### src/glmct_pkg.sv
package glmct_pkg;

	localparam int GRID_SIDE  = 256;
	localparam int GRID_CELLS = GRID_SIDE * GRID_SIDE;
	localparam int ADDR_W     = $clog2(GRID_CELLS);

	localparam int Q_DEPTH = 2;
	localparam int Q_PTR_W = (Q_DEPTH > 1) ? $clog2(Q_DEPTH) : 1;
	localparam int Q_CNT_W = $clog2(Q_DEPTH + 1);

	localparam logic REQ_WRITE = 1'b0;
	localparam logic REQ_TRACE = 1'b1;

	// Inscribed, lethal and unknown all block a line.
	localparam logic [7:0] CELL_BLOCK_MIN = 8'd253;

	typedef logic [7:0] byte_t;

	typedef struct packed {
		logic  req_type;
		byte_t start_x;
		byte_t start_y;
		byte_t end_x;
		byte_t end_y;
		byte_t cell_value;
	} cmd_t;

	typedef struct packed {
		logic  blocked;
		byte_t max_cost;
	} result_t;

	// Classified operation passed from the front to the back.
	typedef struct packed {
		logic  is_query;
		byte_t x0;
		byte_t y0;
		byte_t value;
		byte_t den;
		byte_t add;
		byte_t count;
		logic  x_neg;
		logic  y_neg;
		logic  x_major;
	} op_t;

endpackage

### src/glmct_fifo.sv
module glmct_fifo (
	input  logic           clk,
	input  logic           arst_n,
	input  logic           push,
	input  glmct_pkg::op_t push_op,
	input  logic           pop,
	output logic           full,
	output logic           not_empty,
	output glmct_pkg::op_t head_op
);
	import glmct_pkg::*;

	op_t                q_mem [Q_DEPTH];
	logic [Q_PTR_W-1:0] wr_ptr_q;
	logic [Q_PTR_W-1:0] rd_ptr_q;
	logic [Q_CNT_W-1:0] cnt_q;
	logic               do_push;
	logic               do_pop;

	function automatic logic [Q_PTR_W-1:0] ptr_inc(input logic [Q_PTR_W-1:0] p);
		logic [Q_PTR_W-1:0] r;
		r = (p == Q_PTR_W'(Q_DEPTH - 1)) ? '0 : p + Q_PTR_W'(1);
		return r;
	endfunction

	assign full      = cnt_q == Q_CNT_W'(Q_DEPTH);
	assign not_empty = cnt_q != '0;
	assign head_op   = q_mem[rd_ptr_q];
	assign do_push   = push && !full;
	assign do_pop    = pop && not_empty;

	always_ff @(posedge clk) begin
		if (do_push) begin
			q_mem[wr_ptr_q] <= push_op;
		end
	end

	always_ff @(posedge clk or negedge arst_n) begin
		if (!arst_n) begin
			wr_ptr_q <= '0;
			rd_ptr_q <= '0;
			cnt_q    <= '0;
		end else begin
			if (do_push) begin
				wr_ptr_q <= ptr_inc(wr_ptr_q);
			end
			if (do_pop) begin
				rd_ptr_q <= ptr_inc(rd_ptr_q);
			end
			if (do_push && !do_pop) begin
				cnt_q <= cnt_q + Q_CNT_W'(1);
			end else if (do_pop && !do_push) begin
				cnt_q <= cnt_q - Q_CNT_W'(1);
			end
		end
	end

endmodule

### config.mk
export PLATFORM = sky130hd
export DESIGN_NAME = glmct_fifo
export DESIGN_NICKNAME = d
export VERILOG_FILES = /design/src/glmct_pkg.sv /design/src/glmct_fifo.sv
export SDC_FILE = /design/constraint.sdc
export NUM_CORES = 1
export LEC_CHECK = 0
export BUFFER_PORTS_ARGS = -buffer_cell sky130_fd_sc_hd__buf_4
export CAP_MARGIN = 20
export CORE_MARGIN = 5
export CORE_UTILIZATION = 56
export CTS_CLUSTER_DIAMETER = 100
export DETAILED_ROUTE_END_ITERATION = 8
export GPL_TIMING_DRIVEN = 0
export HOLD_SLACK_MARGIN = 0.02
export PLACE_DENSITY = 0.94
export SYNTH_ARGS = -nofsm -noshare
export SYNTH_HDL_FRONTEND = slang
export SYNTH_SLANG_ARGS = --single-unit
### constraint.sdc
create_clock -name clk -period 4.9 [get_ports clk]
set_input_delay 0.49 -clock clk [delete_from_list [all_inputs] [get_ports clk]]
set_output_delay 0.49 -clock clk [all_outputs]
set_load 0.005 [all_outputs]
==> results.json <==
{
  "final_nets": 362,
  "grt_max_degree": 37,
  "setup_ws_ps": 2910,
  "setup_tns_ps": 0,
  "crit_type": "reg -> out",
  "nFillCells": 458,
  "cts_root_buf": "clkbuf_8",
  "cts_buffers": 9,
  "dp.cells": 392,
  "num_antenna_cells": 0,
  "globalplace.congestion": 0.740,
  "worstHoldPathType": "in -> reg",
  "syn-cell-area_um2": 4200,
  "area_growth_pct": 28.8,
  "synth-seq-area-share_pct": 76.7,
  "io_buffers": 109,
  "grt_pass1_vias": 2220,
  "max_freq_ghz": 0.502,
  "htree_levels": 3,
  "synth_cell_types": 16,
  "first_pass_iters": 4,
  "insertion_delay_ps": 340,
  "yosysWarnings": 0,
  "drtIter0Drc": 95,
  "postSynthAreaPerCell_um2": 23.2,
  "rows": 31,
  "grt-ovfl-total": 0,
  "drc_errors": 0,
  "dp.final_hpwl_um": 5160,
  "post-cts-setup-buffer-count": 0,
  "slew_headroom_pct": 63.5,
  "layout.cells.non_filler": 409,
  "postRouteAntennaNets": 0,
  "hold_viol_final": 0,
  "clock_path_buffers": 2,
  "drt-vias-per-instance": 4.91,
  "grt_pass1_wl_um": 11300,
  "start_kind": "flop",
  "critPathRequiredTime_ps": 4410,
  "worst_pin_slew_ps": 546,
  "vias": 2007,
  "synthCells": 181,
  "rsz0062_at_grt": "no",
  "dieArea_um2": 9340,
  "wl_per_cell_um": 17.2,
  "period_share_pct": 40.7,
  "clock_sinks": 108,
  "track_usage_pct": 15.3,
  "maxCapViolations": 0,
  "status": "finished clean",
  "p_leak_nw": 2.19,
  "final_layout_size_suffix_gt1_share_pct": 60.3,
  "cts_tree": "yes",
  "cp.arrival_ps": 1500,
  "die-width_um": 96.6,
  "utilization_pct": 74.3,
  "finalSetupViolCount": 0,
  "powerDensity_nw_per_um2": 552,
  "worst_setup_path_end_kind": "primary output",
  "clock_skew_ps": 8.83,
  "synth_nets": 238,
  "reg2reg_depth": 5,
  "ys_ff_latch": 108,
  "min_path_cells": 1,
  "clk_pin_slew_ps": 100,
  "min_period_ps": 1990,
  "mostFrequentLayoutCells": "109 x buf_4, 104 x edfxtp_1, 49 x mux2_4",
  "start_util_pct": 57.7,
  "routed_wl_um": 7030,
  "ir_drop_mv": 0.361,
  "crit_fanout": 10,
  "layout_commonest_cell": "buf_4",
  "die_h_um": 96.6,
  "coreArea_um2": 7290,
  "io_pins": 110,
  "dp_slack_ps": 2970,
  "slew_viol_final": 0,
  "antenna_found_initial": 0
}
==> final timing paths <==
kind                                 startpoint                      to  slack [ps]
min in group asynchronous                arst_n    cnt_q[0]$_DFFE_PN0P_         480
hold / removal                      push_op[35]  q_mem[1][35]$_DFFE_PP_         330
setup reg to reg           cnt_q[0]$_DFFE_PN0P_  q_mem[0][43]$_DFFE_PP_        3000
max in group asynchronous                arst_n    wr_ptr_q$_DFFE_PN0N_        4320
hold reg to reg            cnt_q[1]$_DFFE_PN0P_    cnt_q[1]$_DFFE_PN0P_         530
setup / recovery           rd_ptr_q$_DFFE_PN0P_              head_op[5]        2910
==> synth_stat cells <==
master / n / share of area, %
edfxtp_1: 104 / 74
mux2_4: 49 / 18
buf_12: 5 / 2.4
dfrtp_1: 4 / 2.4
mux2_2: 3 / 0.80
xnor2_1: 3 / 0.63
inv_1: 2 / 0.18
nor2_1: 2 / 0.18
xor2_1: 2 / 0.42
and3_1: 1 / 0.15
buf_6: 1 / 0.27
ha_1: 1 / 0.30
nand2_1: 1 / 0.089
nand2_2: 1 / 0.15
nand2b_1: 1 / 0.15
or2_1: 1 / 0.15
==> final cells by class <==
| type | instances | area (um^2) | share of cell area, % |
|---|---|---|---|
| Sequential cell | 108 | 3220 | 59.5 |
| Clock buffer | 9 | 124 | 2.29 |
| Clock inverter | 7 | 51.3 | 0.947 |
| Timing Repair Buffer | 113 | 903 | 16.7 |
| Inverter | 2 | 7.51 | 0.139 |
| Multi-Input combinational cell | 65 | 871 | 16.1 |
| Tap cell | 99 | 124 | 2.29 |
| Buffer | 6 | 111 | 2.06 |
==> timing repair <==
item / in CTS / in global routing
hold endpoints to repair: 4 / 0
setup endpoints to repair: 0 / 0
gates resized for setup: 0 / 0
hold buffers: 1 / 0
==> kinds of logic after synthesis <==
group / share of synthesized area, %
and+or+nand+nor: 0.863
muxes: 18.3
xor gates and xnor gates: 1.04
buffers and inverters: 2.83
adders and majority gates: 0.298
DFF: 76.7
==> sequential cells by signal, summed over array words and instances (netlist names) <==
register	cells
q_mem	104
rd_ptr_q	1
cnt_q	2
wr_ptr_q	1
==> power breakdown <==
| group | internal [mW] | switching, mW | total [mW] |
|---|---|---|---|
| Clock | 0.188 | 0.286 | 0.474 |
| Combinational | 0.727 | 0.461 | 1.19 |
| Sequential | 1.26 | 0.0635 | 1.33 |
==> worst max-delay path: stages, from the launching register on <==
cell and delay [ps]:
dfrtp_1 350, buf_6 190, buf_12 170, mux2_4 310, buf_4 140
==> per-stage QoR <==
stage,area (um^2),hold slack (ps),power (mW)
5_1_grt,5420,296,3.15
3_5_place_dp,5230,289,2.56
6_report,5420,326,2.99
3_3_place_gp,5150,286,2.49
4_1_cts,5420,312,3.03
2_1_floorplan,4200,194,2.05
==> layer usage <==
layer / part of all wire, % / global-route usage, %
met4: 0.41 / 4.21
met5: 0 / 0
met2: 54 / 26.9
met3: 7.1 / 5.11
met1: 38 / 17.9
Note: power is estimated with default switching activity, not from simulation.
