[config.mk]
export PLATFORM = sky130hd
export DESIGN_NAME = glmct_front
export DESIGN_NICKNAME = d
export VERILOG_FILES = /design/src/glmct_pkg.sv /design/src/glmct_front.sv
export SDC_FILE = /design/constraint.sdc
export NUM_CORES = 1
export LEC_CHECK = 0
export BUFFER_PORTS_ARGS = -buffer_cell sky130_fd_sc_hd__buf_2
export CORE_MARGIN = 4
export CORE_UTILIZATION = 30
export DETAILED_ROUTE_END_ITERATION = 10
export SLEW_MARGIN = 10
export SYNTH_ARGS = -nofsm -noshare
export SYNTH_HDL_FRONTEND = slang
export SYNTH_SLANG_ARGS = --single-unit
export TNS_END_PERCENT = 50
[constraint.sdc]
create_clock -name vclk -period 4.5
set_clock_uncertainty 0.05 [all_clocks]
set_input_delay 0.225 -clock vclk [all_inputs]
set_output_delay 0.225 -clock vclk [all_outputs]
set_load 0.01 [all_outputs]
[src/glmct_pkg.sv]
package glmct_pkg;

	localparam int GRID_SIDE  = 256;
	localparam int GRID_CELLS = GRID_SIDE * GRID_SIDE;
	localparam int ADDR_W     = $clog2(GRID_CELLS);

	localparam int Q_DEPTH = 2;
	localparam int Q_PTR_W = (Q_DEPTH > 1) ? $clog2(Q_DEPTH) : 1;
	localparam int Q_CNT_W = $clog2(Q_DEPTH + 1);

	localparam logic REQ_WRITE = 1'b0;
	localparam logic REQ_TRACE = 1'b1;

	// Inscribed, lethal and unknown all block a line.
	localparam logic [7:0] CELL_BLOCK_MIN = 8'd253;

	typedef logic [7:0] byte_t;

	typedef struct packed {
		logic  req_type;
		byte_t start_x;
		byte_t start_y;
		byte_t end_x;
		byte_t end_y;
		byte_t cell_value;
	} cmd_t;

	typedef struct packed {
		logic  blocked;
		byte_t max_cost;
	} result_t;

	// Classified operation passed from the front to the back.
	typedef struct packed {
		logic  is_query;
		byte_t x0;
		byte_t y0;
		byte_t value;
		byte_t den;
		byte_t add;
		byte_t count;
		logic  x_neg;
		logic  y_neg;
		logic  x_major;
	} op_t;

endpackage

[src/glmct_front.sv]
module glmct_front (
	input  glmct_pkg::cmd_t cmd,
	output glmct_pkg::op_t  op
);
	import glmct_pkg::*;

	byte_t dx;
	byte_t dy;
	logic  x_neg;
	logic  y_neg;
	logic  x_major;

	always_comb begin
		x_neg   = cmd.end_x < cmd.start_x;
		y_neg   = cmd.end_y < cmd.start_y;
		dx      = x_neg ? (cmd.start_x - cmd.end_x) : (cmd.end_x - cmd.start_x);
		dy      = y_neg ? (cmd.start_y - cmd.end_y) : (cmd.end_y - cmd.start_y);
		// On a tie the column is the major axis.
		x_major = dx >= dy;

		op.is_query = cmd.req_type == REQ_TRACE;
		op.x0       = cmd.start_x;
		op.y0       = cmd.start_y;
		op.value    = cmd.cell_value;
		op.den      = x_major ? dx : dy;
		op.add      = x_major ? dy : dx;
		op.count    = x_major ? dx : dy;
		op.x_neg    = x_neg;
		op.y_neg    = y_neg;
		op.x_major  = x_major;
	end

endmodule

==> results.sh, run 1 <==
export IMPL_status="complete, no violations"
export IMPL_vdd_drop_max_uv=203
export IMPL_layout_min_cycle_time_ns=4.29
export IMPL_tns_ns=0
export IMPL_cts_hold_buf=0
export IMPL_critPathBufInv=6
export IMPL_tightestPinTransition_ns=0.478
export IMPL_synth_seq_area_share_pct=0
export IMPL_syn_to_final_growth_pct=11.9
export IMPL_final_design_area_no_fill_mm2=0.00212
export IMPL_grt_use_met3_pct=0.564
export IMPL_grt_overflow_total=0
export IMPL_rows=28
export IMPL_cap_violations=0
export IMPL_fin_cells=352
export IMPL_power_frac_comb_pct=100.0
export IMPL_io_pin_count=93
export IMPL_synth_cell_area_mm2=0.00190
export IMPL_dr_pass1_iters=4
export IMPL_drive_gt1_share_pct=35.0
export IMPL_dpl_hpwl_um=3670
export IMPL_relSlewSlack_pct=67.8
export IMPL_final_util_pct=35.2
export IMPL_power_total_mw=0.691
export IMPL_seq_cell_count=0
export IMPL_yosysUniqueCellTypes=24
export IMPL_p_sw_share_pct=54.5
export IMPL_path_max_fanout=8
export IMPL_drc_errors=0
export IMPL_fmax_ghz=0.233
export IMPL_cp_num_cells=19
export IMPL_hold_viol_final=0
export IMPL_grt_pass1_wl_um=6660
export IMPL_crit_family="compound AO/OA/AOI/OAI gates"
export IMPL_critPathKind="in2out"
export IMPL_syn_nets=318
export IMPL_fin_crit_sh_pct=95.4
export IMPL_layout_nets=362
export IMPL_start_util_pct=31.5
export IMPL_crit_top_cell="inv_1"
export IMPL_synth_top_cell_by_area="ha_1"
export IMPL_regArea_um2=0
export IMPL_power_density_mw_per_mm2=325
export IMPL_worstSetupStartpointType="primary input"
export IMPL_antennaDiodeCount=0
export IMPL_crit_chain="buf_2 -> inv_1 -> ha_1 -> inv_1 -> fa_1 -> a211oi_2 -> o31ai_2 -> a31oi_4 -> mux2i_1 -> inv_1 -> ha_1 -> o21ai_0 -> a21oi_1 -> o21ai_0 -> a21oi_1 -> a2111oi_4 -> buf_4 -> mux2_2 -> buf_2"
export IMPL_via_per_inst=4.60
export IMPL_antenna_found_initial=0
export IMPL_grt_use_met1_pct=15.7
export IMPL_syn_mean_instance_area_um2=8.08
export IMPL_track_usage_pct=10.3
export IMPL_grt_pass1_vias=1471
export IMPL_place_inst=347
export IMPL_clkPwrFrac_pct=0
export IMPL_io_buffers=75
export IMPL_synth_cells=235
export IMPL_synth_area_leaders="ha_1, mux2i_1, buf_4"
export IMPL_post_drt_wl_per_cell_um=11.7
export IMPL_drt_iter0_markers=41
export IMPL_synth_top_area_share_pct=25.0
export IMPL_place_congestion=0.768
export IMPL_placed_cell_area_mm2=0.00208
export IMPL_nClkBuffers=0
export IMPL_critPathArrivalTime_ns=4.02
export IMPL_holdPathStages=0
export IMPL_vias=1619
export IMPL_die_width_um=87.5
export IMPL_dieArea_mm2=0.00766
export IMPL_coreArea_mm2=0.00603
export IMPL_drt_wl_total_um=4120
export IMPL_ant_nets=0
export IMPL_fillers=668
export IMPL_worstHoldPathType="in2out"
export IMPL_critPathMaxStageDelay_ns=0.43
export IMPL_die_height_um=87.5
export IMPL_finalMaxSlewViolations=0
export IMPL_power_leakage_nw=1.30
export IMPL_met2_usage_pct=17.1
export IMPL_p_sw_mw=0.376
export IMPL_internal_power_mw=0.315
export IMPL_end_kind="primary output"
export IMPL_critical_path_slowest_cell="fa_1"
export IMPL_top_usage_layer="met2"
export IMPL_yosys_warnings=0
export IMPL_power_frac_seq_pct=0
export IMPL_grt_max_degree=10
export IMPL_worstPathRequired_ns=4.22
export IMPL_setup_violations=0
==> final cells by class <==
class / instances / area (µm²) / area share, %
Multi-Input combinational cell: 150 / 1430 / 67.3
Tap cell: 75 / 93.8 / 4.42
Timing Repair Buffer: 83 / 435 / 20.5
Inverter: 44 / 165 / 7.78
==> cells by family after synthesis <==
kind of cell | Yosys count | synth area share (%)
compound gates | 52 | 21.3
xor+xnor | 12 | 5.54
fa+ha+maj | 42 | 29.3
buf+inv | 85 | 24.9
mux | 30 | 16.0
simple gates | 14 | 3.03
==> cells in the final DEF, fill, tap and decap left out <==
cell type,instances
a21o_2,3
nand2_1,6
fa_1,4
xnor2_1,8
mux2i_1,27
o31ai_2,2
nand4_1,1
a2111oi_4,1
ha_1,38
buf_4,8
mux2i_2,1
a31oi_4,2
nor2_1,6
a21oi_1,15
mux2_2,2
a21o_1,11
buf_2,75
inv_1,44
a31oi_1,4
a211oi_2,2
nand2_2,1
o21ai_0,8
a221oi_1,4
xor2_1,4
==> layer usage <==
metal	part of all wire [%]	vias to the layer above
li1	-	842
met1	50	731
met2	44	46
met3	6.0	0
met4	0	0
met5	0	-
==> synth_stat cells <==
cell type	instances
nor2_1	6
o21ai_0	8
buf_2	3
o31ai_2	2
buf_4	36
a21o_1	11
a211oi_2	2
fa_1	4
a31oi_1	4
a21o_2	3
a221oi_1	4
nand4_1	1
ha_1	38
nand2_1	6
xor2_1	4
a2111oi_4	1
inv_1	44
a31oi_4	2
nand2_2	1
xnor2_1	8
mux2_2	2
mux2i_1	28
a21oi_1	15
buf_6	2
==> power groups by stage <==
stage / logic, mW / clock network, mW / registers [mW]
6_report: 0.691 / 0 / 0
5_1_grt: 0.766 / 0 / 0
4_1_cts: 0.692 / 0 / 0
3_5_place_dp: 0.689 / 0 / 0
3_3_place_gp: 0.684 / 0 / 0
2_1_floorplan: 0.548 / 0 / 0
==> path summary, 6_finish.rpt <==
| check | slack (ns) | end | startpoint |
|---|---|---|---|
| hold / removal | 0.40 | op[51] | cmd[40] |
| setup / recovery | 0.21 | op[21] | cmd[16] |
==> repair_timing <==
action                                  CTS  global route
endpoints found under the hold margin     0             0
setup buffers                             0             5
endpoints found under the setup margin    0            14
resized for setup                         0             1
==> per-stage QoR <==
stage / hold WS (ns) / setup WS (ns)
3_3_place_gp: 0.400 / 0.237
6_report: 0.400 / 0.207
2_1_floorplan: 0.492 / 0.317
5_1_grt: 0.400 / -0.00946
3_5_place_dp: 0.400 / 0.186
4_1_cts: 0.400 / 0.149
No activity file was read; power rests on OpenSTA's default activity.
==> run 2: changes to the inputs <==
--- a/config.mk
+++ b/config.mk
@@ -9,6 +9,7 @@
 export CORE_MARGIN = 4
 export CORE_UTILIZATION = 30
 export DETAILED_ROUTE_END_ITERATION = 10
+export GPL_ROUTABILITY_DRIVEN = 0
 export SLEW_MARGIN = 10
 export SYNTH_ARGS = -nofsm -noshare
 export SYNTH_HDL_FRONTEND = slang
==> constraint.sdc (replaced) <==
create_clock -name vclk -period 4.5
set_clock_uncertainty 0.05 [all_clocks]
set_input_delay 0.45 -clock vclk [all_inputs]
set_output_delay 0.45 -clock vclk [all_outputs]
set_load 0.01 [all_outputs]
==> run 2 against run 1 <==
  * Total power grew 33%
  * Critical path type unchanged
  * The flow now finishes with violations (negative setup slack)
  * Via count grew 4.9%
  * Global-route usage grew 0.33 points
  * Count of clock-buffer cells in the layout is the same
  * First-iteration DRC count shrank 2.4%
  * Die area is the same
  * Combinational power grew 33%
==> results.sh, run 2 (synthesized netlist as in run 1, its figures left out) <==
export IMPL_coreArea_mm2=0.00603
export IMPL_status="finished, violations left"
export IMPL_relSlewSlack_pct=63.9
export IMPL_dpl_hpwl_um=3870
export IMPL_path_max_fanout=7
export IMPL_nClkBuffers=0
export IMPL_violations="negative setup slack"
export IMPL_fmax_ghz=0.220
export IMPL_vdd_drop_max_uv=361
export IMPL_final_util_pct=41.3
export IMPL_finalMaxSlewViolations=0
export IMPL_fin_ws_ns=-0.0381
export IMPL_tightestPinTransition_ns=0.536
export IMPL_met2_usage_pct=18.8
export IMPL_seq_cell_count=0
export IMPL_regArea_um2=0
export IMPL_drt_wl_total_um=4390
export IMPL_power_total_mw=0.916
export IMPL_drive_gt1_share_pct=46.5
export IMPL_crit_family="compound AO/OA/AOI/OAI gates"
export IMPL_grt_max_degree=8
export IMPL_dieArea_mm2=0.00766
export IMPL_pre_cts_ws_ns=-0.0473
export IMPL_drt_iter0_markers=40
export IMPL_layout_nets=382
export IMPL_fillers=628
export IMPL_crit_chain="clkbuf_4 -> inv_12 -> ha_4 -> inv_2 -> fa_2 -> a211oi_2 -> o31ai_2 -> a31oi_4 -> buf_6 -> buf_12 -> mux2i_4 -> xnor2_2 -> ha_1 -> o21ai_1 -> a21oi_1 -> o21ai_1 -> a21oi_2 -> a2111oi_4 -> buf_6 -> mux2_2 -> buf_2"
export IMPL_grt_pass1_wl_um=6900
export IMPL_post_drt_wl_per_cell_um=11.8
export IMPL_power_density_mw_per_mm2=368
export IMPL_layout_min_cycle_time_ns=4.54
export IMPL_vias=1699
export IMPL_drc_errors=0
export IMPL_syn_to_final_growth_pct=31.0
export IMPL_worstSetupStartpointType="primary input"
export IMPL_worstPathRequired_ns=4.00
export IMPL_critPathBufInv=7
export IMPL_antenna_found_initial=0
export IMPL_worstHoldPathType="in2out"
export IMPL_die_height_um=87.5
export IMPL_setup_violations=7
export IMPL_critPathArrivalTime_ns=4.04
export IMPL_power_leakage_nw=1.41
export IMPL_antennaDiodeCount=0
export IMPL_timing_hold_ws_ns=0.850
export IMPL_via_per_inst=4.57
export IMPL_grt_use_met1_pct=14.9
export IMPL_place_inst=367
export IMPL_critPathMaxStageDelay_ns=0.39
export IMPL_io_buffers=75
export IMPL_layout_common_cells="buf_2, inv_1, ha_1"
export IMPL_fin_crit_sh_pct=101
export IMPL_grt_use_met3_pct=0.847
export IMPL_ant_nets=0
export IMPL_io_pin_count=93
export IMPL_die_width_um=87.5
export IMPL_grt_pass1_vias=1609
export IMPL_hold_viol_final=0
export IMPL_rsz0062_at_grt="true"
export IMPL_cap_violations=0
export IMPL_critPathKind="in2out"
export IMPL_grt_overflow_total=0
export IMPL_end_kind="primary output"
export IMPL_rows=28
export IMPL_fin_cells=372
export IMPL_top_usage_layer="met2"
export IMPL_dr_pass1_iters=4
export IMPL_track_usage_pct=10.7
export IMPL_critical_path_slowest_cell="a2111oi_4"
export IMPL_start_util_pct=31.5
export IMPL_final_common_cell="buf_2"
## run 2: cell types whose count changed in the layout (fill, tap and decap cells not counted), moves of 4 or more
cell,before,now
buf_2,75,71
buf_4,8,22
mux2i_1,27,17
mux2i_2,1,6
buf_6,0,6
inv_1,44,40
mux2i_4,0,5
## run 2: power breakdown
group	switching, mW	internal, mW
registers	0	0
logic	0.437	0.478
clock network	0	0
## run 2: timing repair
item	in CTS	in global routing
hold buffers	0	0
endpoints found under the setup margin	15	24
resized for setup	3	25
gates cloned	0	0
endpoints found under the hold margin	0	0
buffers inserted	2	3
pin swaps	3	15
## run 2: layout make-up
class	instances	area [µm²]	share of cell area (%)
multi-input cells	150	1560	62.8
repair buffers	103	651	26.2
well taps	75	93.8	3.77
inverters	44	180	7.24
## run 2: path summary, 6_finish.rpt
kind                  startpoint  endpoint  depth (start not counted)
worst max-delay path     cmd[16]    op[13]                         21
worst min-delay path      cmd[0]    op[27]                          0
## run 2: per-layer routing
metal	share of wire, %	vias up
met1	47	767
met3	6.3	2
met5	0	-
met4	0.046	0
li1	-	887
met2	46	43
## run 2: through the flow
| stage | cell area [µm²] | TNS (ns) |
|---|---|---|
| 2_1_floorplan | 1980 | -0.00338 |
| 3_3_place_gp | 2330 | 0 |
| 3_5_place_dp | 2330 | -0.363 |
| 4_1_cts | 2350 | 0 |
| 5_1_grt | 2490 | -3.54 |
| 6_report | 2490 | -0.175 |
==> run 3: changes to the inputs <==
--- a/config.mk
+++ b/config.mk
@@ -10,6 +10,8 @@
 export CORE_UTILIZATION = 30
 export DETAILED_ROUTE_END_ITERATION = 10
 export GPL_ROUTABILITY_DRIVEN = 0
+export GPL_TIMING_DRIVEN = 0
+export MAX_ROUTING_LAYER = met4
 export SLEW_MARGIN = 10
 export SYNTH_ARGS = -nofsm -noshare
 export SYNTH_HDL_FRONTEND = slang
==> run 3 against run 2 <==
  * Total power increased by 37%
  * Global-route usage rose by 0.82 points
  * Routed wire length rose by 10%
  * Highest routed layer unchanged
  * Critical path type unchanged
  * Critical path depth stayed put
  * The run still ends with negative setup slack left
==> results.sh, run 3 (synthesized netlist as in run 1, its figures left out) <==
export IMPL_rows=28
export IMPL_track_usage_pct=11.5
export IMPL_tightestPinTransition_ns=0.443
export IMPL_crit_top_cell="buf_12"
export IMPL_layout_nets=429
export IMPL_coreArea_mm2=0.00603
export IMPL_drt_wl_total_um=4840
export IMPL_critPathKind="in2out"
export IMPL_end_kind="primary output"
export IMPL_finalMaxSlewViolations=0
export IMPL_worstSetupStartpointType="primary input"
export IMPL_syn_to_final_growth_pct=65.8
export IMPL_die_height_um=87.5
export IMPL_seq_cell_count=0
export IMPL_fin_ws_ns=-0.124
export IMPL_post_drt_wl_per_cell_um=11.5
export IMPL_drive_gt1_share_pct=60.5
export IMPL_grt_overflow_total=0
export IMPL_cap_violations=0
export IMPL_status="finished, violations left"
export IMPL_start_util_pct=31.5
export IMPL_fin_cells=419
export IMPL_antennaDiodeCount=0
export IMPL_vdd_drop_max_uv=382
export IMPL_timing_hold_ws_ns=1.03
export IMPL_ant_nets=0
export IMPL_grt_pass1_vias=1708
export IMPL_rsz0062_at_grt="true"
export IMPL_nClkBuffers=0
export IMPL_via_per_inst=4.57
export IMPL_final_common_cell="buf_2"
export IMPL_antenna_found_initial=0
export IMPL_die_width_um=87.5
export IMPL_violations="negative setup slack"
export IMPL_hold_viol_final=0
export IMPL_relSlewSlack_pct=70.1
export IMPL_critPathArrivalTime_ns=4.12
export IMPL_fmax_ghz=0.216
export IMPL_fin_crit_sh_pct=103
export IMPL_crit_chain="buf_12 -> inv_12 -> ha_4 -> inv_2 -> fa_2 -> a211oi_4 -> o31ai_4 -> a31oi_4 -> buf_12 -> mux2i_4 -> xnor2_2 -> inv_2 -> ha_4 -> a21oi_2 -> nor2_2 -> a2111oi_4 -> buf_4 -> buf_12 -> mux2i_4 -> buf_6 -> buf_6"
export IMPL_crit_start="cmd[16]"
export IMPL_worstPathRequired_ns=4.00
export IMPL_cts_hold_buf=0
export IMPL_power_density_mw_per_mm2=399
export IMPL_fillers=578
export IMPL_dpl_hpwl_um=3840
export IMPL_worstHoldPathType="in2out"
export IMPL_grt_max_degree=9
export IMPL_critical_path_slowest_cell="fa_2"
export IMPL_place_inst=394
export IMPL_regArea_um2=0
export IMPL_setup_violations=13
export IMPL_path_max_fanout=8
export IMPL_drc_errors=0
export IMPL_dieArea_mm2=0.00766
export IMPL_io_pin_count=93
export IMPL_critPathMaxStageDelay_ns=0.41
export IMPL_power_total_mw=1.26
export IMPL_power_leakage_nw=1.70
export IMPL_drt_iter0_markers=58
export IMPL_dr_pass1_iters=4
export IMPL_holdPathStages=2
export IMPL_layout_common_cells="buf_2, buf_4, inv_1"
export IMPL_io_buffers=84
export IMPL_crit_path_end="op[19]"
export IMPL_grt_pass1_wl_um=7300
export IMPL_layout_min_cycle_time_ns=4.62
export IMPL_vias=1914
export IMPL_final_util_pct=52.2
-- run 3: worst min-delay path by stage --
stage                      start      to  slack, ns
after floorplan           cmd[0]  op[27]       0.94
after global placement    cmd[1]  op[28]       1.04
after detailed placement  cmd[1]  op[28]       1.04
after CTS                 cmd[1]  op[28]       1.04
after global routing      cmd[3]  op[30]       1.04
final                     cmd[1]  op[28]       1.03
-- run 3: critical path, delay by kind of cell --
kind	cells	cell delay (ns)
AOI/OAI and AO/OA	5	1.17
buffers and inverters	9	1.00
adders and majority gates	3	0.77
muxes	2	0.49
xor gates and xnor gates	1	0.16
and+or+nand+nor	1	0.06
-- run 3: what timing repair did --
item | CTS | global route
resized for setup | 28 | 50
endpoints found under the setup margin | 25 | 25
setup buffers | 16 | 9
pin swaps | 16 | 17
-- run 3: routing by layer --
metal  share of wire [%]  up-vias  global-route usage, %  wire (µm)
met4                0.14        0                      0          7
li1                    -      980                      -          -
met3                 7.2        2                  0.282        346
met5                   0        -                      -          0
met2                  51       64                   20.5       2470
met1                  42      868                   15.4       2010
-- run 3: cell type report --
class,count,area [µm²],area share (%)
inverter,44,180,5.73
timing repair buffer,109,729,23.2
buffer,41,334,10.6
tap,75,93.8,2.98
multi-input combinational,150,1810,57.5
-- run 3: metrics by stage --
| step | instance area (µm²) | setup TNS (ns) | setup WS, ns |
|---|---|---|---|
| detailed placement | 2490 | -13.58 | -0.718 |
| global placement | 2490 | -12.24 | -0.656 |
| global route | 3150 | -5.54 | -0.322 |
| CTS | 2760 | -2.23 | -0.164 |
| floorplan | 1980 | -0.00338 | -0.00113 |
| finish | 3150 | -0.663 | -0.124 |
-- run 3: power breakdown --
group	internal (mW)	total, mW	switching (mW)	leakage (nW)
clock network	0	0	0	0
registers	0	0	0	0
logic	0.714	1.26	0.543	1.70
total	0.714	1.26	0.543	1.70
